`src/hdl/bgfr_pkg.sv`:
```
// Shared types and constants for the binary GPS frame receiver.
// No dependencies; used by every module under hdl.
package bgfr_pkg;

    localparam logic [7:0]  SYNC_FIRST_RST  = 8'd181;
    localparam logic [7:0]  SYNC_SECOND_RST = 8'd98;
    localparam logic [15:0] MAX_LENGTH_RST  = 16'd512;

    typedef enum logic [1:0] {
        REG_SYNC_FIRST  = 2'd0,
        REG_SYNC_SECOND = 2'd1,
        REG_MAX_LENGTH  = 2'd2,
        REG_UNUSED      = 2'd3
    } reg_idx_t;

    typedef enum logic [3:0] {
        PH_HUNT     = 4'd0,
        PH_SYNC2    = 4'd1,
        PH_CLASS    = 4'd2,
        PH_ID       = 4'd3,
        PH_LEN_LO   = 4'd4,
        PH_LEN_HI   = 4'd5,
        PH_PAYLOAD  = 4'd6,
        PH_CHECK_A  = 4'd7,
        PH_CHECK_B  = 4'd8
    } phase_t;

    typedef enum logic [2:0] {
        EV_NONE    = 3'd0,
        EV_PAYLOAD = 3'd1,
        EV_GOOD    = 3'd2,
        EV_BAD_A   = 3'd3,
        EV_BAD_B   = 3'd4,
        EV_LEN_REJ = 3'd5
    } event_t;

    typedef struct packed {
        logic [7:0]  sync_first;
        logic [7:0]  sync_second;
        logic [15:0] max_length;
    } cfg_t;

    typedef struct packed {
        event_t      event_res;
        logic [7:0]  frame_class;
        logic [7:0]  frame_id;
        logic [15:0] frame_length;
        logic [7:0]  payload_byte;
        logic [15:0] payload_index;
    } result_t;

endpackage

```
`src/hdl/bgfr_fsm.sv`:
```
// Frame state machine: phase, Fletcher sums, header capture and result logic.
// Depends on bgfr_pkg.
module bgfr_fsm (
    input  logic              clk,
    input  logic              rst_n,
    input  logic              accept,
    input  logic [7:0]        rx_byte,
    input  bgfr_pkg::cfg_t    cfg,
    output bgfr_pkg::result_t res
);

    bgfr_pkg::phase_t phase_reg, phase_next;
    logic [7:0]  sum_a_reg, sum_a_next;
    logic [7:0]  sum_b_reg, sum_b_next;
    logic [7:0]  class_reg, class_next;
    logic [7:0]  id_reg, id_next;
    logic [15:0] length_reg, length_next;
    logic [15:0] count_reg, count_next;

    logic [7:0]  acc_a;
    logic [7:0]  acc_b;
    logic [15:0] full_len;
    logic [15:0] count_inc;
    logic [15:0] shown_len;

    always_ff @(posedge clk or negedge rst_n)
    begin
        if (!rst_n)
        begin
            phase_reg  <= bgfr_pkg::PH_HUNT;
            sum_a_reg  <= '0;
            sum_b_reg  <= '0;
            class_reg  <= '0;
            id_reg     <= '0;
            length_reg <= '0;
            count_reg  <= '0;
        end
        else if (accept)
        begin
            phase_reg  <= phase_next;
            sum_a_reg  <= sum_a_next;
            sum_b_reg  <= sum_b_next;
            class_reg  <= class_next;
            id_reg     <= id_next;
            length_reg <= length_next;
            count_reg  <= count_next;
        end
    end

    assign acc_a     = sum_a_reg + rx_byte;
    assign acc_b     = sum_b_reg + acc_a;
    assign full_len  = {rx_byte, length_reg[7:0]};
    assign count_inc = count_reg + 16'd1;

    always_comb
    begin
        phase_next        = phase_reg;
        sum_a_next        = sum_a_reg;
        sum_b_next        = sum_b_reg;
        class_next        = class_reg;
        id_next           = id_reg;
        length_next       = length_reg;
        count_next        = count_reg;
        shown_len         = '0;
        res.event_res     = bgfr_pkg::EV_NONE;
        res.payload_byte  = '0;
        res.payload_index = '0;
        case (phase_reg)
            bgfr_pkg::PH_SYNC2:
            begin
                if (rx_byte == cfg.sync_second)
                    phase_next = bgfr_pkg::PH_CLASS;
                else if (rx_byte == cfg.sync_first)
                    phase_next = bgfr_pkg::PH_SYNC2;
                else
                    phase_next = bgfr_pkg::PH_HUNT;
            end
            bgfr_pkg::PH_CLASS:
            begin
                class_next = rx_byte;
                sum_a_next = rx_byte;
                sum_b_next = rx_byte;
                phase_next = bgfr_pkg::PH_ID;
            end
            bgfr_pkg::PH_ID:
            begin
                sum_a_next = acc_a;
                sum_b_next = acc_b;
                id_next    = rx_byte;
                phase_next = bgfr_pkg::PH_LEN_LO;
            end
            bgfr_pkg::PH_LEN_LO:
            begin
                sum_a_next  = acc_a;
                sum_b_next  = acc_b;
                length_next = {8'd0, rx_byte};
                phase_next  = bgfr_pkg::PH_LEN_HI;
            end
            bgfr_pkg::PH_LEN_HI:
            begin
                sum_a_next  = acc_a;
                sum_b_next  = acc_b;
                length_next = full_len;
                count_next  = '0;
                if (full_len > cfg.max_length)
                begin
                    res.event_res = bgfr_pkg::EV_LEN_REJ;
                    length_next   = '0;
                    phase_next    = bgfr_pkg::PH_HUNT;
                end
                else if (full_len == 16'd0)
                    phase_next = bgfr_pkg::PH_CHECK_A;
                else
                    phase_next = bgfr_pkg::PH_PAYLOAD;
            end
            bgfr_pkg::PH_PAYLOAD:
            begin
                sum_a_next        = acc_a;
                sum_b_next        = acc_b;
                res.event_res     = bgfr_pkg::EV_PAYLOAD;
                res.payload_byte  = rx_byte;
                res.payload_index = count_reg;
                count_next        = count_inc;
                if (count_inc == length_reg)
                    phase_next = bgfr_pkg::PH_CHECK_A;
            end
            bgfr_pkg::PH_CHECK_A:
            begin
                if (rx_byte == sum_a_reg)
                    phase_next = bgfr_pkg::PH_CHECK_B;
                else
                begin
                    res.event_res = bgfr_pkg::EV_BAD_A;
                    phase_next    = bgfr_pkg::PH_HUNT;
                end
            end
            bgfr_pkg::PH_CHECK_B:
            begin
                res.event_res = (rx_byte == sum_b_reg) ? bgfr_pkg::EV_GOOD
                                                       : bgfr_pkg::EV_BAD_B;
                phase_next    = bgfr_pkg::PH_HUNT;
            end
            default:
            begin
                phase_next = (rx_byte == cfg.sync_first) ? bgfr_pkg::PH_SYNC2
                                                         : bgfr_pkg::PH_HUNT;
            end
        endcase
        // show the rejected length once, before it is cleared
        shown_len        = (res.event_res == bgfr_pkg::EV_LEN_REJ) ? full_len
                                                                  : length_next;
        res.frame_class  = class_next;
        res.frame_id     = id_next;
        res.frame_length = shown_len;
    end

    a_count_below_length: assert property (@(posedge clk) disable iff (!rst_n)
        phase_reg == bgfr_pkg::PH_PAYLOAD |-> count_reg < length_reg)
        else $error("payload count reached frame length inside payload");

    a_bad_a_rehunts: assert property (@(posedge clk) disable iff (!rst_n)
        accept && phase_reg == bgfr_pkg::PH_CHECK_A && rx_byte != sum_a_reg
        |=> phase_reg == bgfr_pkg::PH_HUNT)
        else $error("bad first checksum did not restart hunting");

    a_count_cleared: assert property (@(posedge clk) disable iff (!rst_n)
        accept && phase_reg == bgfr_pkg::PH_LEN_HI |=> count_reg == 16'd0)
        else $error("payload count not cleared after length");

endmodule

```
`src/hdl/bgfr_outreg.sv`:
```
// Result register between the state machine and the output stream.
// Depends on bgfr_pkg.
module bgfr_outreg (
    input  logic              clk,
    input  logic              rst_n,
    input  logic              in_valid,
    output logic              in_ready,
    input  bgfr_pkg::result_t in_res,
    output logic              out_valid,
    input  logic              out_ready,
    output bgfr_pkg::result_t out_res
);

    logic              valid_reg, valid_next;
    bgfr_pkg::result_t res_reg;

    assign in_ready   = !valid_reg || out_ready;
    assign valid_next = (in_valid && in_ready) || (valid_reg && !out_ready);

    always_ff @(posedge clk or negedge rst_n)
    begin
        if (!rst_n)
            valid_reg <= 1'b0;
        else
            valid_reg <= valid_next;
    end

    always_ff @(posedge clk)
    begin
        if (in_valid && in_ready)
            res_reg <= in_res;
    end

    assign out_valid = valid_reg;
    assign out_res   = res_reg;

endmodule

```
`src/hdl/binary_gps_frame_receiver_core.sv`:
```
// Top level of the binary GPS frame receiver: configuration registers and streams.
// Depends on bgfr_pkg, bgfr_fsm and bgfr_outreg.
//
// One received byte per request, one result per byte. A byte is taken every
// cycle while the result register is empty or its result is being taken in
// the same cycle; the result appears in the cycle after the byte is accepted.
// The frame state machine with its Fletcher adders and length compare feeds
// the result register combinationally. Configuration writes are accepted
// every cycle and take effect on the next byte; writes to index 3 are ignored.
module binary_gps_frame_receiver_core (
    input  logic        clk,
    input  logic        rst_n,
    input  logic        s_tvalid,
    output logic        s_tready,
    input  logic [7:0]  s_tdata,     // [7:0] rx_byte
    output logic        m_tvalid,
    input  logic        m_tready,
    output logic [55:0] m_tdata,     // [7:0] frame_class, [15:8] frame_id,
                                     // [31:16] frame_length, [39:32] payload_byte,
                                     // [55:40] payload_index
    output logic [2:0]  m_tuser,     // [2:0] event_res
    input  logic        cfg_valid,
    output logic        cfg_ready,
    input  logic [1:0]  cfg_index,
    input  logic [15:0] cfg_data
);

    bgfr_pkg::cfg_t    cfg_reg;
    bgfr_pkg::result_t fsm_res;
    bgfr_pkg::result_t out_res;
    logic              accept;

    assign cfg_ready = 1'b1;

    always_ff @(posedge clk or negedge rst_n)
    begin
        if (!rst_n)
        begin
            cfg_reg.sync_first  <= bgfr_pkg::SYNC_FIRST_RST;
            cfg_reg.sync_second <= bgfr_pkg::SYNC_SECOND_RST;
            cfg_reg.max_length  <= bgfr_pkg::MAX_LENGTH_RST;
        end
        else if (cfg_valid)
        begin
            case (bgfr_pkg::reg_idx_t'(cfg_index))
                bgfr_pkg::REG_SYNC_FIRST:  cfg_reg.sync_first  <= cfg_data[7:0];
                bgfr_pkg::REG_SYNC_SECOND: cfg_reg.sync_second <= cfg_data[7:0];
                bgfr_pkg::REG_MAX_LENGTH:  cfg_reg.max_length  <= cfg_data;
                default:                   ;
            endcase
        end
    end

    assign accept = s_tvalid && s_tready;

    bgfr_fsm u_fsm (
        .clk     (clk),
        .rst_n   (rst_n),
        .accept  (accept),
        .rx_byte (s_tdata),
        .cfg     (cfg_reg),
        .res     (fsm_res)
    );

    bgfr_outreg u_outreg (
        .clk       (clk),
        .rst_n     (rst_n),
        .in_valid  (s_tvalid),
        .in_ready  (s_tready),
        .in_res    (fsm_res),
        .out_valid (m_tvalid),
        .out_ready (m_tready),
        .out_res   (out_res)
    );

    assign m_tuser = out_res.event_res;
    assign m_tdata = {out_res.payload_index, out_res.payload_byte, out_res.frame_length,
                      out_res.frame_id, out_res.frame_class};

endmodule

```
`config.mk`:
```
export PLATFORM = sky130hd
export DESIGN_NAME = binary_gps_frame_receiver_core
export DESIGN_NICKNAME = d
export VERILOG_FILES = /design/src/hdl/bgfr_pkg.sv /design/src/hdl/bgfr_fsm.sv /design/src/hdl/bgfr_outreg.sv /design/src/hdl/binary_gps_frame_receiver_core.sv
export SDC_FILE = /design/constraint.sdc
export NUM_CORES = 1
export LEC_CHECK = 0
export BUFFER_PORTS_ARGS = -buffer_cell sky130_fd_sc_hd__clkbuf_2
export CAP_MARGIN = 20
export CELL_PAD_IN_SITES_DETAIL_PLACEMENT = 2
export CELL_PAD_IN_SITES_GLOBAL_PLACEMENT = 2
export CORE_MARGIN = 2
export CORE_UTILIZATION = 34
export DETAILED_ROUTE_END_ITERATION = 12
export GPL_ROUTABILITY_DRIVEN = 0
export GPL_TIMING_DRIVEN = 0
export MAX_ROUTING_LAYER = met4
export PLACE_DENSITY = 0.77
export REMOVE_ABC_BUFFERS = 1
export SYNTH_ARGS = -nofsm -noshare
export SYNTH_HDL_FRONTEND = slang
export SYNTH_SLANG_ARGS = --single-unit
```
`constraint.sdc`:
```
create_clock -name clk -period 7.92 [get_ports clk]
set_input_delay 0.396 -clock clk [delete_from_list [all_inputs] [get_ports clk]]
set_output_delay 0.396 -clock clk [all_outputs]
set_load 0.02 [all_outputs]
```
==> flow_summary_export.csv <==
group,metric,value,unit
status,status,"complete, but fails checks",
status,violations,"negative hold slack",
timing,rsz0062_at_grt,"no",
grt,first_global_vias,6692,
grt,grt_start_max_net_pins,102,
synth,synth_area_per_cell,11.10,µm²
grt,gr-total-overflow,0,
synth,yosys_warnings,0,
critical_path,path_max_fanout,13,
detailed_routing,drcViolationCount,0,
finish,areaGrowthSynthToFinish,16.26,%
place,io_buffers,91,
die,die_w,161.8,µm
timing,whs,-0.01823,ns
synth,ys_types,65,
synth,synth_top_area_share,0.2719,
finish,fillerInstances,2611,
die,die_y,161.8,µm
grt,grt_pass1_wl,38770,µm
power_and_ir_drop,seq_power_share,0.367,
clock_tree,cts_root_buf,"clkbuf_16",
finish,ff_latch_area,4310,µm²
detailed_routing,vias_per_cell,5.313,
synth,ys_ff_latch,160,
finish,stdcell_count,1175,
die,initial_core_util,0.3471,
synth,synth_area,8467,µm²
synth,synth_edf_count,59,
power_and_ir_drop,comb_power_share,0.392,
timing,tns,0,ns
synth,synthFlopType,"dfrtp_1",
power_and_ir_drop,leakagePower,4.342,nW
power_and_ir_drop,pwr-share-clk,0.241,
clock_tree,clock_sinks,160,
die,io_pins,93,
power_and_ir_drop,switching_share,0.3957,
synth,synth_area_leader_cell,"dfrtp_1",
critical_path,worstSetupStartpointType,"input port",
die,placeableCoreArea,24390,µm²
detailed_routing,wl,23970,µm
detailed_routing,first_pass_iters,4,
clock_tree,cts.clk_slew.worst_paths,0.08,ns
power_and_ir_drop,vdd_drop_max,0.1541,mV
clock_tree,post_cts_buffers,0,
timing,max_freq,286.2,MHz
power_and_ir_drop,p_int,2.081,mW
place,dp_slack,4.055,ns
min_path,hp-class,"input port to async pin",
power_and_ir_drop,power_density,349.8,nW/µm²
finish,num_antenna_cells,0,
synth,synth_commonest_cells,"dfrtp_1 (92), nand2_1 (88), mux2_2 (62)",
detailed_routing,vias,6243,
timing,tightest_slew,1.033,ns
clock_tree,cts_tree,"built",
critical_path,crit_path_end_kind,"flop",
clock_tree,post_cts_resized,0,
clock_tree,numCtsBuffers,17,
place,dp.cells,1143,
clock_tree,cts_max_level,4,
place,place_hpwl,16110,µm
critical_path,r2r_slack,4.50,ns
timing,setup_viol,0,
detailed_routing,drt_iter0_markers,311,
timing,maxSlewViolCount,0,
finish,multi_input_area,3844,µm²
synth,async_flop_share,0.6313,
synth,ys_seq_area_frac,0.5091,
synth,synth.most_common_cell,"dfrtp_1",
clock_tree,postCtsHoldBufs,0,
critical_path,critPathArrivalTime,3.81,ns
power_and_ir_drop,p_sw,1.363,mW
timing,worst_slack,4.426,ns
critical_path,critPathRequiredTime,8.24,ns
timing,min_period,3.494,ns
clock_tree,clkLatencyLatePin,0.44,ns
timing,fin_worst_skew,0.01138,ns
clock_tree,ctsLongestPathBuffers,2,
timing,relSlewSlack,0.3085,
timing,timing.final.crit_share,0.4412,
detailed_routing,drtAntennaViolNets,0,
finish,drive_gt1_frac,0.2573,
job,max_cap_viol_count,0,
synth,synthCells,763,
critical_path,crit_type,"input port to flop",
grt,antenna_found_initial,0,
synth,synth_area_leaders,"dfrtp_1 (27%), edfxtp_1 (21%), mux2_2 (8.2%), ha_1 (4.6%), nand2_1 (3.9%)",
finish,largest_reg_flops,59,
finish,nets,902,
timing,hold_viol_final,1,
die,dieArea,26180,µm²
grt,grtUsageTotal,0.1973,
detailed_routing,avgRoutedWirePerCell,20.40,µm
die,row_count,57,
-- kinds of logic after synthesis --
| family | share of synthesized area |
|---|---|
| compound gates | 0.1070 |
| xor+xnor | 0.06620 |
| fa+ha+maj | 0.05054 |
| buf+inv | 0.03798 |
| flops | 0.5091 |
| mux | 0.08482 |
| other cells | 0.0004429 |
| simple gates | 0.1439 |
-- stage by stage --
stage,power (mW),utilization,hold WS (ns),cell area [µm²]
4_1_cts,3.483,0.4036,0.03923,9843
2_1_floorplan,2.188,-,0.1004,8265
6_report,3.443,0.4036,-0.01823,9843
5_1_grt,3.694,0.4036,0.01473,9843
3_3_place_gp,2.515,0.3742,0.4535,9126
3_5_place_dp,2.617,0.3795,0.4628,9255
-- power groups by stage --
stage	Clock, mW	Sequential, mW	Combinational [mW]
finish	0.830	1.26	1.35
global placement	0	1.27	1.25
global route	0.882	1.29	1.52
floorplan	0	1.27	0.915
CTS	0.849	1.26	1.37
detailed placement	0	1.28	1.34
-- worst max-delay path, stage by stage --
cell,delay [ns]
clkbuf_2,0.41
inv_1,0.25
fa_1,0.52
inv_1,0.08
a21o_1,0.11
a21oi_1,0.11
xnor2_1,0.20
ha_1,0.40
nand3_1,0.09
o211ai_1,0.26
nor4_1,0.11
nor3_1,0.33
xor2_1,0.23
a21oi_1,0.11
o22a_1,0.22
-- cell usage in the layout, fill, tap and decap left out, types with 24 or more instances in the layout --
| master | netlist | final |
|---|---|---|
| mux2_2 | 62 | 62 |
| dfrtp_1 | 92 | 92 |
| inv_1 | 32 | 31 |
| nand2_1 | 88 | 88 |
| nor2_1 | 35 | 34 |
| xor2_1 | 27 | 27 |
| xnor2_1 | 37 | 37 |
| clkbuf_2 | 0 | 90 |
| ha_1 | 31 | 31 |
| edfxtp_1 | 59 | 59 |
| o21ai_0 | 45 | 45 |
| and3_1 | 24 | 24 |
| a21oi_1 | 35 | 35 |
-- area by class of cell --
class,count,area share
Tap cell,324,0.04118
Sequential cell,160,0.4379
Timing Repair Buffer,96,0.05822
Clock buffer,17,0.04322
Inverter,32,0.01246
Multi-Input combinational cell,531,0.3905
Clock inverter,15,0.01652
-- worst paths after layout --
check / from / to / depth (start not counted)
setup / recovery: s_tdata[1] / u_fsm.sum_b_reg[7] / 15
hold / removal: rst_n / u_fsm.id_reg[6] / 2
setup reg to reg: u_fsm.phase_reg[3] / u_fsm.length_reg[10] / 5
hold reg to reg: u_fsm.class_reg[0] / u_fsm.class_reg[0] / 2
max in group asynchronous: rst_n / cfg_reg[14] / 2
min in group clk: cfg_data[11] / cfg_reg[11] / 2
-- metal layers --
metal	track usage	wire length (µm)
met3	0.03090	594
met1	0.2522	11170
met4	0.04505	265
met5	-	0
met2	0.3315	11940
No activity file was read; power rests on OpenSTA's default activity.
